$ cat src/hdl/ata_seq_pkg.sv
// ----------------------------------------------------------------------------
// ata_seq_pkg
// Shared types and codes for the ATA PIO LBA28 sector sequencer.
// ----------------------------------------------------------------------------
`default_nettype none

package ata_seq_pkg;

  // Input command codes
  localparam logic [1:0] CMD_REQUEST = 2'd0;
  localparam logic [1:0] CMD_STATUS  = 2'd1;
  localparam logic [1:0] CMD_DATA    = 2'd2;

  // Sequencer phases
  localparam logic [3:0] PH_IDLE   = 4'd0;
  localparam logic [3:0] PH_WBSY1  = 4'd1;
  localparam logic [3:0] PH_WBSY2  = 4'd2;
  localparam logic [3:0] PH_WDRDY  = 4'd3;
  localparam logic [3:0] PH_WBSY3  = 4'd4;
  localparam logic [3:0] PH_CHKERR = 4'd5;
  localparam logic [3:0] PH_WDRQ   = 4'd6;
  localparam logic [3:0] PH_RDATA  = 4'd7;
  localparam logic [3:0] PH_WHOST  = 4'd8;

  // Result actions
  localparam logic [2:0] ACT_RSTAT = 3'd0;
  localparam logic [2:0] ACT_WREG  = 3'd1;
  localparam logic [2:0] ACT_RDATA = 3'd2;
  localparam logic [2:0] ACT_WDATA = 3'd3;
  localparam logic [2:0] ACT_HOST  = 3'd4;
  localparam logic [2:0] ACT_WANT  = 3'd5;
  localparam logic [2:0] ACT_DONE  = 3'd6;

  // Outcomes
  localparam logic [1:0] OC_OK      = 2'd0;
  localparam logic [1:0] OC_TIMEOUT = 2'd1;
  localparam logic [1:0] OC_DEVERR  = 2'd2;
  localparam logic [1:0] OC_UNEXP   = 2'd3;

  // Configuration register indexes
  localparam logic [3:0] CFG_POLL_LIMIT = 4'd0;
  localparam logic [3:0] CFG_CHANNEL    = 4'd1;

  // Channel bases and task-file register offsets
  localparam logic [9:0] BASE_PRIMARY   = 10'h1F0;
  localparam logic [9:0] BASE_SECONDARY = 10'h170;
  localparam logic [9:0] OFS_DATA    = 10'd0;
  localparam logic [9:0] OFS_SECCNT  = 10'd2;
  localparam logic [9:0] OFS_LBA_LO  = 10'd3;
  localparam logic [9:0] OFS_LBA_MID = 10'd4;
  localparam logic [9:0] OFS_LBA_HI  = 10'd5;
  localparam logic [9:0] OFS_DRVHEAD = 10'd6;
  localparam logic [9:0] OFS_CMDSTAT = 10'd7;

  localparam logic [7:0] DRVHEAD_LBA      = 8'hE0;  // 0xA0 | 0x40
  localparam logic [7:0] OPC_READ_SECTOR  = 8'h20;
  localparam logic [7:0] OPC_WRITE_SECTOR = 8'h30;

  // Status bits
  localparam int ST_BSY  = 7;
  localparam int ST_DRDY = 6;
  localparam int ST_DRQ  = 3;
  localparam int ST_ERR  = 0;

  localparam int MAX_RESULTS = 6;

  typedef struct packed {
    logic [2:0]  action;
    logic [9:0]  port;
    logic [15:0] value;
    logic [1:0]  outcome;
  } result_t;

  typedef struct packed {
    result_t [MAX_RESULTS-1:0] item;
    logic [2:0]                count;   // 1..MAX_RESULTS
  } batch_t;

  typedef struct packed {
    logic [15:0] poll_limit;
    logic        channel_select;
  } cfg_t;

  function automatic result_t mk_result(logic [2:0] act, logic [9:0] prt,
                                        logic [15:0] val, logic [1:0] oc);
    result_t r;
    r.action  = act;
    r.port    = prt;
    r.value   = val;
    r.outcome = oc;
    return r;
  endfunction

endpackage

`default_nettype wire

$ cat src/hdl/ata_seq_core.sv
// ----------------------------------------------------------------------------
// ata_seq_core
// Sequencer state and per-transaction result batch generation.
// ----------------------------------------------------------------------------
`default_nettype none

module ata_seq_core #(
  parameter int WORDS_PER_SECTOR = 256
) (
  input  wire logic                clk,
  input  wire logic                rst,
  input  wire ata_seq_pkg::cfg_t   cfg,
  input  wire logic                accept,
  input  wire logic [1:0]          command,
  input  wire logic                drive,
  input  wire logic                write_op,
  input  wire logic [27:0]         lba,
  input  wire logic [7:0]          status_byte,
  input  wire logic [15:0]         data_word,
  output ata_seq_pkg::batch_t      batch
);
  import ata_seq_pkg::*;

  localparam int WCW = $clog2(WORDS_PER_SECTOR + 1);
  localparam logic [WCW-1:0] WPS = WCW'(WORDS_PER_SECTOR);

  logic [3:0]     phase, phase_next;
  logic [15:0]    poll_count, poll_count_next;
  logic [WCW-1:0] word_count, word_count_next;
  logic           held_drive, held_write;
  logic [27:0]    held_lba;
  logic           latch_req;

  logic [9:0]  base;
  logic [9:0]  stat_port;
  logic [15:0] lim;
  logic [15:0] swapped;
  logic [WCW-1:0] wc_inc;
  logic        met;
  result_t     rstat;
  result_t     unexp;

  always_comb begin
    base      = cfg.channel_select ? BASE_SECONDARY : BASE_PRIMARY;
    stat_port = base + OFS_CMDSTAT;
    lim       = (cfg.poll_limit == 16'd0) ? 16'd1 : cfg.poll_limit;
    swapped   = {data_word[7:0], data_word[15:8]};
    wc_inc    = word_count + WCW'(1);
    rstat     = mk_result(ACT_RSTAT, stat_port, 16'd0, OC_OK);
    unexp     = mk_result(ACT_DONE, 10'd0, 16'd0, OC_UNEXP);
    case (phase)
      PH_WDRDY: met = status_byte[ST_DRDY];
      PH_WDRQ:  met = status_byte[ST_DRQ];
      default:  met = !status_byte[ST_BSY];
    endcase
  end

  always_comb begin
    phase_next      = phase;
    poll_count_next = poll_count;
    word_count_next = word_count;
    latch_req       = 1'b0;
    batch           = '0;
    batch.count     = 3'd1;
    batch.item[0]   = unexp;

    if (phase == PH_IDLE || phase > PH_WHOST) begin
      if (command == CMD_REQUEST) begin
        latch_req       = 1'b1;
        word_count_next = '0;
        batch.item[0]   = rstat;
        poll_count_next = 16'd1;
        phase_next      = PH_WBSY1;
      end else begin
        phase_next = PH_IDLE;
      end
    end else if (phase == PH_RDATA || phase == PH_WHOST) begin
      if (command != CMD_DATA) begin
        phase_next = PH_IDLE;
      end else begin
        batch.count = 3'd2;
        if (phase == PH_RDATA) begin
          batch.item[0] = mk_result(ACT_HOST, 10'd0, swapped, OC_OK);
        end else begin
          batch.item[0] = mk_result(ACT_WDATA, base + OFS_DATA, swapped, OC_OK);
        end
        word_count_next = wc_inc;
        if (wc_inc >= WPS) begin
          batch.item[1] = mk_result(ACT_DONE, 10'd0, 16'd0, OC_OK);
          phase_next    = PH_IDLE;
        end else if (phase == PH_RDATA) begin
          batch.item[1] = mk_result(ACT_RDATA, base + OFS_DATA, 16'd0, OC_OK);
        end else begin
          batch.item[1] = mk_result(ACT_WANT, 10'd0, 16'd0, OC_OK);
        end
      end
    end else if (command != CMD_STATUS) begin
      phase_next = PH_IDLE;
    end else if (phase == PH_CHKERR) begin
      if (status_byte[ST_ERR]) begin
        batch.item[0] = mk_result(ACT_DONE, 10'd0, 16'd0, OC_DEVERR);
        phase_next    = PH_IDLE;
      end else begin
        batch.item[0]   = rstat;
        poll_count_next = 16'd1;
        phase_next      = PH_WDRQ;
      end
    end else if (!met) begin
      if (poll_count >= lim) begin
        batch.item[0] = mk_result(ACT_DONE, 10'd0, 16'd0, OC_TIMEOUT);
        phase_next    = PH_IDLE;
      end else begin
        batch.item[0]   = rstat;
        poll_count_next = poll_count + 16'd1;
      end
    end else begin
      case (phase)
        PH_WBSY1: begin
          batch.count     = 3'd2;
          batch.item[0]   = mk_result(ACT_WREG, base + OFS_DRVHEAD,
                              {8'd0, DRVHEAD_LBA | {3'd0, held_drive, held_lba[27:24]}},
                              OC_OK);
          batch.item[1]   = rstat;
          poll_count_next = 16'd1;
          phase_next      = PH_WBSY2;
        end
        PH_WBSY2: begin
          batch.item[0]   = rstat;
          poll_count_next = 16'd1;
          phase_next      = PH_WDRDY;
        end
        PH_WDRDY: begin
          batch.count     = 3'd6;
          batch.item[0]   = mk_result(ACT_WREG, base + OFS_SECCNT, 16'd1, OC_OK);
          batch.item[1]   = mk_result(ACT_WREG, base + OFS_LBA_LO,
                                      {8'd0, held_lba[7:0]}, OC_OK);
          batch.item[2]   = mk_result(ACT_WREG, base + OFS_LBA_MID,
                                      {8'd0, held_lba[15:8]}, OC_OK);
          batch.item[3]   = mk_result(ACT_WREG, base + OFS_LBA_HI,
                                      {8'd0, held_lba[23:16]}, OC_OK);
          batch.item[4]   = mk_result(ACT_WREG, stat_port,
                                      {8'd0, held_write ? OPC_WRITE_SECTOR
                                                        : OPC_READ_SECTOR}, OC_OK);
          batch.item[5]   = rstat;
          poll_count_next = 16'd1;
          phase_next      = PH_WBSY3;
        end
        PH_WBSY3: begin
          batch.item[0] = rstat;
          phase_next    = PH_CHKERR;
        end
        default: begin  // DRQ seen
          word_count_next = '0;
          if (held_write) begin
            batch.item[0] = mk_result(ACT_WANT, 10'd0, 16'd0, OC_OK);
            phase_next    = PH_WHOST;
          end else begin
            batch.item[0] = mk_result(ACT_RDATA, base + OFS_DATA, 16'd0, OC_OK);
            phase_next    = PH_RDATA;
          end
        end
      endcase
    end
  end

  always_ff @(posedge clk) begin
    if (rst) begin
      phase      <= PH_IDLE;
      poll_count <= '0;
      word_count <= '0;
      held_drive <= 1'b0;
      held_write <= 1'b0;
      held_lba   <= '0;
    end else if (accept) begin
      phase      <= phase_next;
      poll_count <= poll_count_next;
      word_count <= word_count_next;
      if (latch_req) begin
        held_drive <= drive;
        held_write <= write_op;
        held_lba   <= lba;
      end
    end
  end

endmodule

`default_nettype wire

$ cat src/hdl/ata_seq_emit.sv
// ----------------------------------------------------------------------------
// ata_seq_emit
// Result batch register; hands out one result per output transaction.
// ----------------------------------------------------------------------------
`default_nettype none

module ata_seq_emit (
  input  wire logic                clk,
  input  wire logic                rst,
  input  wire logic                load,
  input  wire ata_seq_pkg::batch_t batch_in,
  output logic                     can_load,
  output logic                     m_tvalid,
  input  wire logic                m_tready,
  output logic [31:0]              m_tdata,
  output logic [2:0]               m_tuser,
  output logic                     m_tlast
);
  import ata_seq_pkg::*;

  result_t     item [MAX_RESULTS];
  logic [2:0]  count;
  logic [2:0]  idx;
  logic        busy;
  logic        at_last;
  result_t     cur;

  always_comb begin
    at_last  = (idx == count - 3'd1);
    cur      = item[idx];
    m_tvalid = busy;
    m_tuser  = cur.action;
    m_tdata  = {4'd0, cur.outcome, cur.value, cur.port};
    m_tlast  = at_last;
    can_load = !busy || (m_tready && at_last);
  end

  always_ff @(posedge clk) begin
    if (rst) begin
      busy <= 1'b0;
      idx  <= '0;
    end else if (load) begin
      busy <= 1'b1;
      idx  <= '0;
    end else if (busy && m_tready) begin
      if (at_last) begin
        busy <= 1'b0;
      end else begin
        idx <= idx + 3'd1;
      end
    end
  end

  always_ff @(posedge clk) begin
    if (load) begin
      count <= batch_in.count;
      for (int i = 0; i < MAX_RESULTS; i++) begin
        item[i] <= batch_in.item[i];
      end
    end
  end

endmodule

`default_nettype wire

$ cat src/hdl/ata_pio_sector_sequencer_top.sv
// ----------------------------------------------------------------------------
// ata_pio_sector_sequencer_top
// Host-side ATA PIO single-sector LBA28 read/write sequencer.
// ----------------------------------------------------------------------------
// The first result of an input transaction is valid in the cycle after it is
// accepted; an item yields 1 to 6 results, one per cycle while m_tready is high.
// Throughput: one input per cycle while each yields one result (m_tready high);
// an item with N results holds the input until the batch register drains.
// Reset: synchronous rst returns the sequencer to idle, empties the output,
// and loads poll_limit = 1000 and channel_select = 0.
`default_nettype none

module ata_pio_sector_sequencer_top #(
  parameter int WORDS_PER_SECTOR = 256   // data words per sector, 1..256
) (
  input  wire logic        clk,
  input  wire logic        rst,
  // Input stream
  input  wire logic        s_tvalid,
  output logic             s_tready,
  // s_tdata, low bit up: drive[0], write_op[1], lba[29:2], status_byte[37:30],
  // data_word[53:38], zero pad[55:54]
  input  wire logic [55:0] s_tdata,
  // s_tuser: command[1:0]
  input  wire logic [1:0]  s_tuser,
  // Result stream
  output logic             m_tvalid,
  input  wire logic        m_tready,
  // m_tdata, low bit up: port[9:0], bus_value[25:10], outcome[27:26], pad[31:28]
  output logic [31:0]      m_tdata,
  // m_tuser: action[2:0]
  output logic [2:0]       m_tuser,
  output logic             m_tlast,    // last result of this input transaction
  // Configuration write channel
  input  wire logic        cfg_valid,
  output logic             cfg_ready,
  input  wire logic [3:0]  cfg_index,
  input  wire logic [15:0] cfg_data
);
  import ata_seq_pkg::*;

  cfg_t   cfg;
  batch_t batch;
  logic   can_load;
  logic   accept;

  // Config registers are always writable; writes to unknown indexes drop.
  assign cfg_ready = 1'b1;

  always_ff @(posedge clk) begin
    if (rst) begin
      cfg.poll_limit     <= 16'd1000;
      cfg.channel_select <= 1'b0;
    end else if (cfg_valid) begin
      case (cfg_index)
        CFG_POLL_LIMIT: cfg.poll_limit     <= cfg_data;
        CFG_CHANNEL:    cfg.channel_select <= cfg_data[0];
        default: ;
      endcase
    end
  end

  // Input is taken when the batch register is empty or drains this cycle,
  // so a single-result item streams straight through.
  assign s_tready = can_load;
  assign accept   = s_tvalid && s_tready;

  ata_seq_core #(
    .WORDS_PER_SECTOR(WORDS_PER_SECTOR)
  ) u_core (
    .clk        (clk),
    .rst        (rst),
    .cfg        (cfg),
    .accept     (accept),
    .command    (s_tuser),
    .drive      (s_tdata[0]),
    .write_op   (s_tdata[1]),
    .lba        (s_tdata[29:2]),
    .status_byte(s_tdata[37:30]),
    .data_word  (s_tdata[53:38]),
    .batch      (batch)
  );

  ata_seq_emit u_emit (
    .clk     (clk),
    .rst     (rst),
    .load    (accept),
    .batch_in(batch),
    .can_load(can_load),
    .m_tvalid(m_tvalid),
    .m_tready(m_tready),
    .m_tdata (m_tdata),
    .m_tuser (m_tuser),
    .m_tlast (m_tlast)
  );

  // An input transaction may only overlap the final result of the prior batch.
  a_accept_on_last: assert property (@(posedge clk) disable iff (rst)
    (accept && m_tvalid) |-> (m_tready && m_tlast))
    else $error("input accepted while results still pending");

  // A finished result always closes its batch.
  a_done_is_last: assert property (@(posedge clk) disable iff (rst)
    (m_tvalid && m_tuser == ACT_DONE) |-> m_tlast)
    else $error("finished result not marked last");

  // Only finished results carry a nonzero outcome.
  a_outcome_done: assert property (@(posedge clk) disable iff (rst)
    (m_tvalid && m_tuser != ACT_DONE) |-> (m_tdata[27:26] == OC_OK))
    else $error("outcome set on non-finished result");

  // An accepted item always produces a result in the next cycle.
  a_accept_valid: assert property (@(posedge clk) disable iff (rst)
    accept |=> m_tvalid)
    else $error("accepted item produced no result");

endmodule

`default_nettype wire
$ cat config.mk
export PLATFORM = sky130hd
export DESIGN_NAME = ata_pio_sector_sequencer_top
export DESIGN_NICKNAME = d
export VERILOG_FILES = /design/src/hdl/ata_seq_pkg.sv /design/src/hdl/ata_seq_core.sv /design/src/hdl/ata_seq_emit.sv /design/src/hdl/ata_pio_sector_sequencer_top.sv
export SDC_FILE = /design/constraint.sdc
export NUM_CORES = 1
export LEC_CHECK = 0
export BUFFER_PORTS_ARGS = -buffer_cell sky130_fd_sc_hd__buf_2
export CAP_MARGIN = 20
export CORE_ASPECT_RATIO = 0.9
export CORE_MARGIN = 4
export CORE_UTILIZATION = 30
export CTS_CLUSTER_SIZE = 10
export DETAILED_ROUTE_END_ITERATION = 16
export PLACE_DENSITY_LB_ADDON = 0.1
export SLEW_MARGIN = 20
export SYNTH_ARGS = -nofsm -noshare
export SYNTH_HDL_FRONTEND = slang
export SYNTH_SLANG_ARGS = --single-unit
$ cat constraint.sdc
create_clock -name clk -period 7 [get_ports clk]
set_input_delay 0.7 -clock clk [delete_from_list [all_inputs] [get_ports clk]]
set_output_delay 0.7 -clock clk [all_outputs]
set_load 0.01 [all_outputs]
==> flow_summary.ini, run 1 <==
[power]
peakVddDrop_mv = 0.1251
p_clk_frac = 0.470
leakagePower_nw = 3.464
power.density_nw_per_um2 = 233.6
intPower_mw = 1.566
seqPwrFrac = 0.457
switching_share = 0.2295
combPwrFrac = 0.073
p_sw_mw = 0.4664

[clock_network]
hold_buffers = 0
clock-sinks = 146
cts_setup_buffers = 0
clk_path_buf_depth = 2
cts.clk_slew.worst_paths_ps = 60
cts_root_buf = clkbuf_16
cts_tree = yes
postCtsResizedCells = 0
clk_latency_ps = 420
htree_num_levels = 4
cts_made_buffers = 17

[flow_run]
drv_cap = 0

[layout]
syn_to_final_growth_pct = 18.37
final_nets = 975
drive_gt1_frac = 0.2011

[global_route]
grt_overflow = 0
grt_pass1_wl_um = 31010
antenna_found_initial = 0
grt_max_degree = 52
track_usage = 0.1438
grt_pass1_vias = 5617

[logic_synthesis]
synth_xor_area_frac = 0.01140
ys_ff_latch = 146
yosysWarnings = 0
synth_compound_area_frac = 0.1503
synthSimpleGateAreaFrac = 0.2254
seq_area_frac_synth = 0.4834
synthDistinctLibCells = 69
synth-async-reset-ratio = 0
synth_top_family_by_area = simple AND/OR/NAND/NOR gates
synthAdderAreaFrac = 0.03404
synthMuxAreaShare = 0.04068
synth_ff_type = dfxtp_1
syn_avg_cell_area_sq_um = 9.340
synthesis.area_sq_um = 7351
synth-edff-count = 63
synthCells = 787

[setup_path]
cp_num_buf_inv = 2
cp_top_family = simple AND/OR/NAND/NOR gates
path_class = reg -> reg
start_kind = flip-flop
crit_arrival_ps = 3990
slowest_delay_ps = 900
required_ps = 7340
crit_fanout = 30
cp_cell_sequence = inv_1 > ha_1 > xnor3_1 > a41oi_1 > nor2b_4 > buf_4 > and2_1 > nand2_1 > a21oi_1
cpMaxStageDelayCell = and2_1
end_kind = flip-flop

[timing]
report.final.hold_viol_count = 0
rsz0062_at_grt = false
fmax_ghz = 0.2742
worstMarginPinSlew_ps = 1065
tns_ps = 0
period_share = 0.5210
finClkSkew_ps = 11.68
slew_viol_final = 0
slew_headroom = 0.2901
setup_viol = 0
worst_slack_ps = 3353
fin_crit_ps = 3647
fin_hold_ws_ps = 449.8

[drt]
drt_iter0_markers = 320
wl_um = 19320
via_count = 5861
vias_per_cell = 4.909
wl_per_cell_um = 16.18
firstDrtPassIters = 4
antenna_left = 0
drc = 0

[place]
port_buffers = 108
hpwlAfterDp_um = 13520
dp_slack_ps = 3270
place.gp.congestion = 0.7964

[die]
ioPinCount = 122
fp-row-count = 54
core_sq_um = 24190
start_util = 0.3039
die_area_sq_um = 27070
fp.dieH_um = 156.5
dieWidth_um = 173

[min_path]
hold_class = reg -> reg

[status]
status = complete, no violations
[flip-flops by register name, summed over array words and instances, names as in the netlist, named ones only]
name,cells
cfg,17
u_core.poll_count,16
u_core.word_count,9
u_emit.count,3
u_emit.item,60
u_core.phase,4
u_core.held_write,1
u_emit.idx,3
u_emit.m_tvalid,1
u_core.held_drive,1
u_core.held_lba,28
[synthesized netlist by cell type, types with 6 or more instances]
| library cell | instances | area share |
|---|---|---|
| nand3_1 | 15 | 0.010 |
| nand2_1 | 121 | 0.062 |
| or2_2 | 7 | 0.0060 |
| nor2b_1 | 13 | 0.011 |
| nor3_1 | 9 | 0.0061 |
| a311oi_1 | 7 | 0.0083 |
| and2_1 | 24 | 0.020 |
| mux4_2 | 7 | 0.021 |
| nand2b_1 | 22 | 0.019 |
| a21oi_1 | 72 | 0.049 |
| nor2_1 | 57 | 0.029 |
| mux2i_1 | 13 | 0.018 |
| o21ai_0 | 34 | 0.023 |
| a31oi_1 | 11 | 0.0094 |
| inv_1 | 28 | 0.014 |
| ha_1 | 20 | 0.034 |
| clkbuf_1 | 28 | 0.014 |
| a21o_1 | 6 | 0.0061 |
| and3_1 | 40 | 0.034 |
| buf_4 | 12 | 0.012 |
| a211o_1 | 8 | 0.0095 |
| edfxtp_1 | 63 | 0.26 |
| dfxtp_1 | 83 | 0.23 |
[cell usage in the layout, fill, tap and decap left out, drive strengths merged, types with 8 or more instances in the layout]
cell type | Yosys | layout
nand2 | 121 | 121
ha | 20 | 20
inv | 29 | 31
nor2b | 13 | 13
edfxtp | 63 | 63
buf | 24 | 115
and3 | 40 | 40
nand2b | 22 | 22
a21oi | 72 | 72
nor3 | 10 | 10
o21ai | 36 | 36
and2 | 25 | 25
a211o | 8 | 8
nor2 | 59 | 59
nand3 | 15 | 15
clkbuf | 30 | 23
a31oi | 12 | 12
mux2i | 13 | 13
dfxtp | 83 | 83
[worst paths after layout]
check,startpoint,endpoint,slack [ps],depth (start not counted)
setup / recovery,u_emit.count[0],u_core.held_lba[25],3350,9
hold / removal,u_core.held_lba[4],u_core.held_lba[4],450,2
setup reg to reg,u_emit.count[0],u_core.held_lba[25],3350,9
hold reg to reg,u_core.held_lba[4],u_core.held_lba[4],450,2
[cell type report]
type,instances,area [sq um]
Clock inverter,9,116.4
Multi-Input combinational cell,563,3431
Sequential cell,146,3553
Tap cell,308,385.4
Antenna cell,1,2.502
Timing Repair Buffer,115,593.1
Inverter,29,108.9
Clock buffer,23,510.5
Fill cell,2556,15490
[cells by family after synthesis]
family                   count (synthesis)
AO/OA/AOI/OAI                          174
XOR/XNOR                                 8
buffers and inverters                   83
adder cells (fa/ha/maj)                 20
other                                    2
AND/OR/NAND/NOR                        333
flip-flops                             146
multiplexers                            21
[metrics by stage]
step	cell area [sq um]	std cells	utilization	total power, mW
CTS	8696	1193	0.3595	2.058
global route	8698	1193	0.3596	2.118
detailed placement	8069	1161	0.3336	1.098
global placement	8069	1161	0.3336	1.099
floorplan	7370	792	-	1.037
finish	8701	1194	0.3597	2.033
[power groups by stage]
stage / logic (mW) / clock network, mW / registers [mW]
after floorplan: 0.0940 / 0 / 0.943
after global placement: 0.151 / 0 / 0.948
after detailed placement: 0.150 / 0 / 0.948
after CTS: 0.151 / 0.979 / 0.929
after global routing: 0.166 / 1.02 / 0.932
final: 0.148 / 0.955 / 0.929
[metal layers]
metal  global-route usage  part of all wire  vias up
li1                     -                 -     2941
met1               0.2024              0.50     2794
met2               0.2243              0.44      109
met3              0.03213             0.042       17
met4              0.04065             0.012        0
met5                    0                 0        -
[worst register-to-register path, stage by stage (launching register included)]
cell and delay (ps):
edfxtp_1 360, inv_1 50, ha_1 200, xnor3_1 290
a41oi_1 210, nor2b_4 700, buf_4 460, and2_1 900
nand2_1 220, a21oi_1 170
(Power assumes the default switching activity.)
==> run 2, diff against run 1 <==
--- a/config.mk
+++ b/config.mk
@@ -5,6 +5,7 @@
 export SDC_FILE = /design/constraint.sdc
 export NUM_CORES = 1
 export LEC_CHECK = 0
+export ABC_AREA = 1
 export BUFFER_PORTS_ARGS = -buffer_cell sky130_fd_sc_hd__buf_2
 export CAP_MARGIN = 20
 export CORE_ASPECT_RATIO = 0.9
==> constraint.sdc (replaced) <==
create_clock -name clk -period 2.9 [get_ports clk]
set_input_delay 0.29 -clock clk [delete_from_list [all_inputs] [get_ports clk]]
set_output_delay 0.29 -clock clk [all_outputs]
set_load 0.01 [all_outputs]
==> flow_summary.ini, run 2 <==
[die]
dieWidth_um = 175.3
die_area_sq_um = 27790
ioPinCount = 122
core_sq_um = 24530
fp-row-count = 54
fp.dieH_um = 158.6
start_util = 0.3081

[drt]
wl_um = 20270
drt_iter0_markers = 379
via_count = 6280
firstDrtPassIters = 4
antenna_left = 0
drc = 0
vias_per_cell = 4.416
wl_per_cell_um = 14.25

[global_route]
antenna_found_initial = 3
grt_pass1_wl_um = 32170
grt_pass1_vias = 6004
grt_overflow = 0
track_usage = 0.1475
grt_max_degree = 65

[logic_synthesis]
synthesis.area_sq_um = 7556
synthDistinctLibCells = 49
synth_area_leaders = edfxtp_1 (25%), dfxtp_1 (22%), nor2_1 (9.5%)
syn_avg_cell_area_sq_um = 7.798
synth-async-reset-ratio = 0
synth_xor_area_frac = 0.02086
synth_compound_area_frac = 0.1187
synthTopCellsByCount = nor2_1 (191), nand2_1 (144), inv_1 (110)
synth-edff-count = 63
synth_top_family_by_area = simple AND/OR/NAND/NOR gates
synth.most_common_cell = nor2_1
synthSimpleGateAreaFrac = 0.2596
synthCells = 969
synthAdderAreaFrac = 0.03312
ys_ff_latch = 146
seq_area_frac_synth = 0.4703
yosysWarnings = 0
synth_top_cell_by_area = edfxtp_1
synth_top_area_frac = 0.2504
synth_ff_type = dfxtp_1
synthMuxAreaShare = 0.001325

[timing]
worstMarginPinSlew_ps = 747.4
setup_viol = 0
period_share = 0.8698
fmax_ghz = 0.3964
slew_viol_final = 0
rsz0062_at_grt = false
tns_ps = 0
fin_crit_ps = 2523
finClkSkew_ps = 8.190
report.final.hold_viol_count = 0
slew_headroom = 0.4954

[status]
status = complete, no violations

[place]
placed_cell_area_sq_um = 8458
port_buffers = 108
place.gp.congestion = 0.8075
hpwlAfterDp_um = 14550

[clock_network]
clock-sinks = 146
clk_path_buf_depth = 2
cts_tree = yes
cts_setup_buffers = 0
clk_latency_ps = 420
cts.clk_slew.worst_paths_ps = 60
cts_made_buffers = 17
cts_root_buf = clkbuf_16
htree_num_levels = 4

[setup_path]
worstSetupStartpoint = u_emit.count[0]
cp_cell_sequence = inv_1 > ha_1 > nand2_1 > inv_1 > nor3_1 > nand3_1 > nand2_1 > nand2_1 > nor2_2 > buf_4 > nand2_1 > nand2_1 > nand2_1 > nor2_1
slowest_delay_ps = 400
end_kind = flip-flop
start_kind = flip-flop
cp_num_buf_inv = 3
worst-r2r-setup-slack_ps = 380
required_ps = 3260
crit_arrival_ps = 2880
cpMaxStageDelayCell = edfxtp_1
crit_top_cell = nand2_1
path_class = reg -> reg
cp_top_family = simple AND/OR/NAND/NOR gates
crit_fanout = 31
crit-reg2reg-launch = u_emit.count[0]

[power]
intPower_mw = 3.961
p_sw_mw = 1.560
leakagePower_nw = 3.915
p_total_mw = 5.521
p_clk_frac = 0.406
seqPwrFrac = 0.434
power.density_nw_per_um2 = 609.7
switching_share = 0.2826
combPwrFrac = 0.160
peakVddDrop_mv = 0.2523

[min_path]
hold_class = in -> reg
hp-start = s_tdata[8]

[flow_run]
drv_cap = 0

[layout]
antennaDiodeCount = 0
final_nets = 1176
syn_to_final_growth_pct = 19.84
fillers = 2637
fin_area_sq_um = 9055
final_common_cell = nor2_1
final_cell_mix = nor2_1 (190), nand2_1 (144), inv_1 (109)
drive_gt1_frac = 0.1961
regMostFlops = u_emit.item
top_regs = u_emit.item x60, u_core.held_lba x28, cfg x17
largest_register_ffs = 60
[run 2: worst paths after layout]
kind	endpoint	cells after the start
worst max-delay path	u_core.poll_count[0]	14
worst min-delay path	u_core.held_lba[6]	3
worst max register to register	u_core.poll_count[0]	14
worst min register to register	u_emit.idx[2]	2
[run 2: timing repair]
| action | in CTS | in global routing |
|---|---|---|
| setup endpoints to repair | 0 | 1 |
| hold buffers | 0 | 0 |
| resized for setup | 0 | 1 |
| hold endpoints to repair | 0 | 0 |
[run 2: stage by stage]
stage / utilization / setup slack [ps] / cells / hold slack [ps]
after CTS: 0.3689 / 288.9 / 1422 / 75.73
after global placement: 0.3449 / 343.6 / 1390 / 479.9
final: 0.3692 / 377.5 / 1422 / 92.47
after floorplan: - / 246.8 / 974 / 389.7
after global routing: 0.3692 / 77.45 / 1422 / 81.95
after detailed placement: 0.3449 / 300.6 / 1390 / 484.4
[run 2: layout make-up]
cell class	count	area [sq um]	area share
timing repair buffer	125	705.7	0.07793
clock buffer	17	425.4	0.04698
tap	336	420.4	0.04643
inverter	125	473.0	0.05223
clock inverter	15	163.9	0.01810
multi-input combinational	658	3313	0.3659
sequential	146	3553	0.3924
[run 2: per-layer routing]
layer | wire length [um] | vias up | track usage
met5 | 35 | - | 0
met4 | 223 | 6 | 0.04263
met3 | 917 | 23 | 0.03300
met2 | 8953 | 120 | 0.2319
met1 | 10140 | 2798 | 0.2051
li1 | - | 3333 | -
[run 2: tightest hold or removal path, stage by stage]
cell and delay (ps):
buf_2 70, nor2_1 30, nor2_1 80
[run 2: cells by family (layout without fill, tap and decap cells)]
group           count (synthesis)  count (layout)
compound gates                166             166
xor+xnor                       18              18
fa+ha+maj                      20              20
buf+inv                       170             282
flops                         146             146
mux                             1               1
other cells                     2               7
simple gates                  446             446
[run 2: power groups by stage]
stage	Combinational (mW)	Sequential (mW)	Clock (mW)
after global routing	1.01	2.41	2.39
after detailed placement	0.891	2.44	0
after CTS	0.895	2.40	2.31
after floorplan	0.634	2.41	0
final	0.881	2.40	2.24
after global placement	0.890	2.44	0
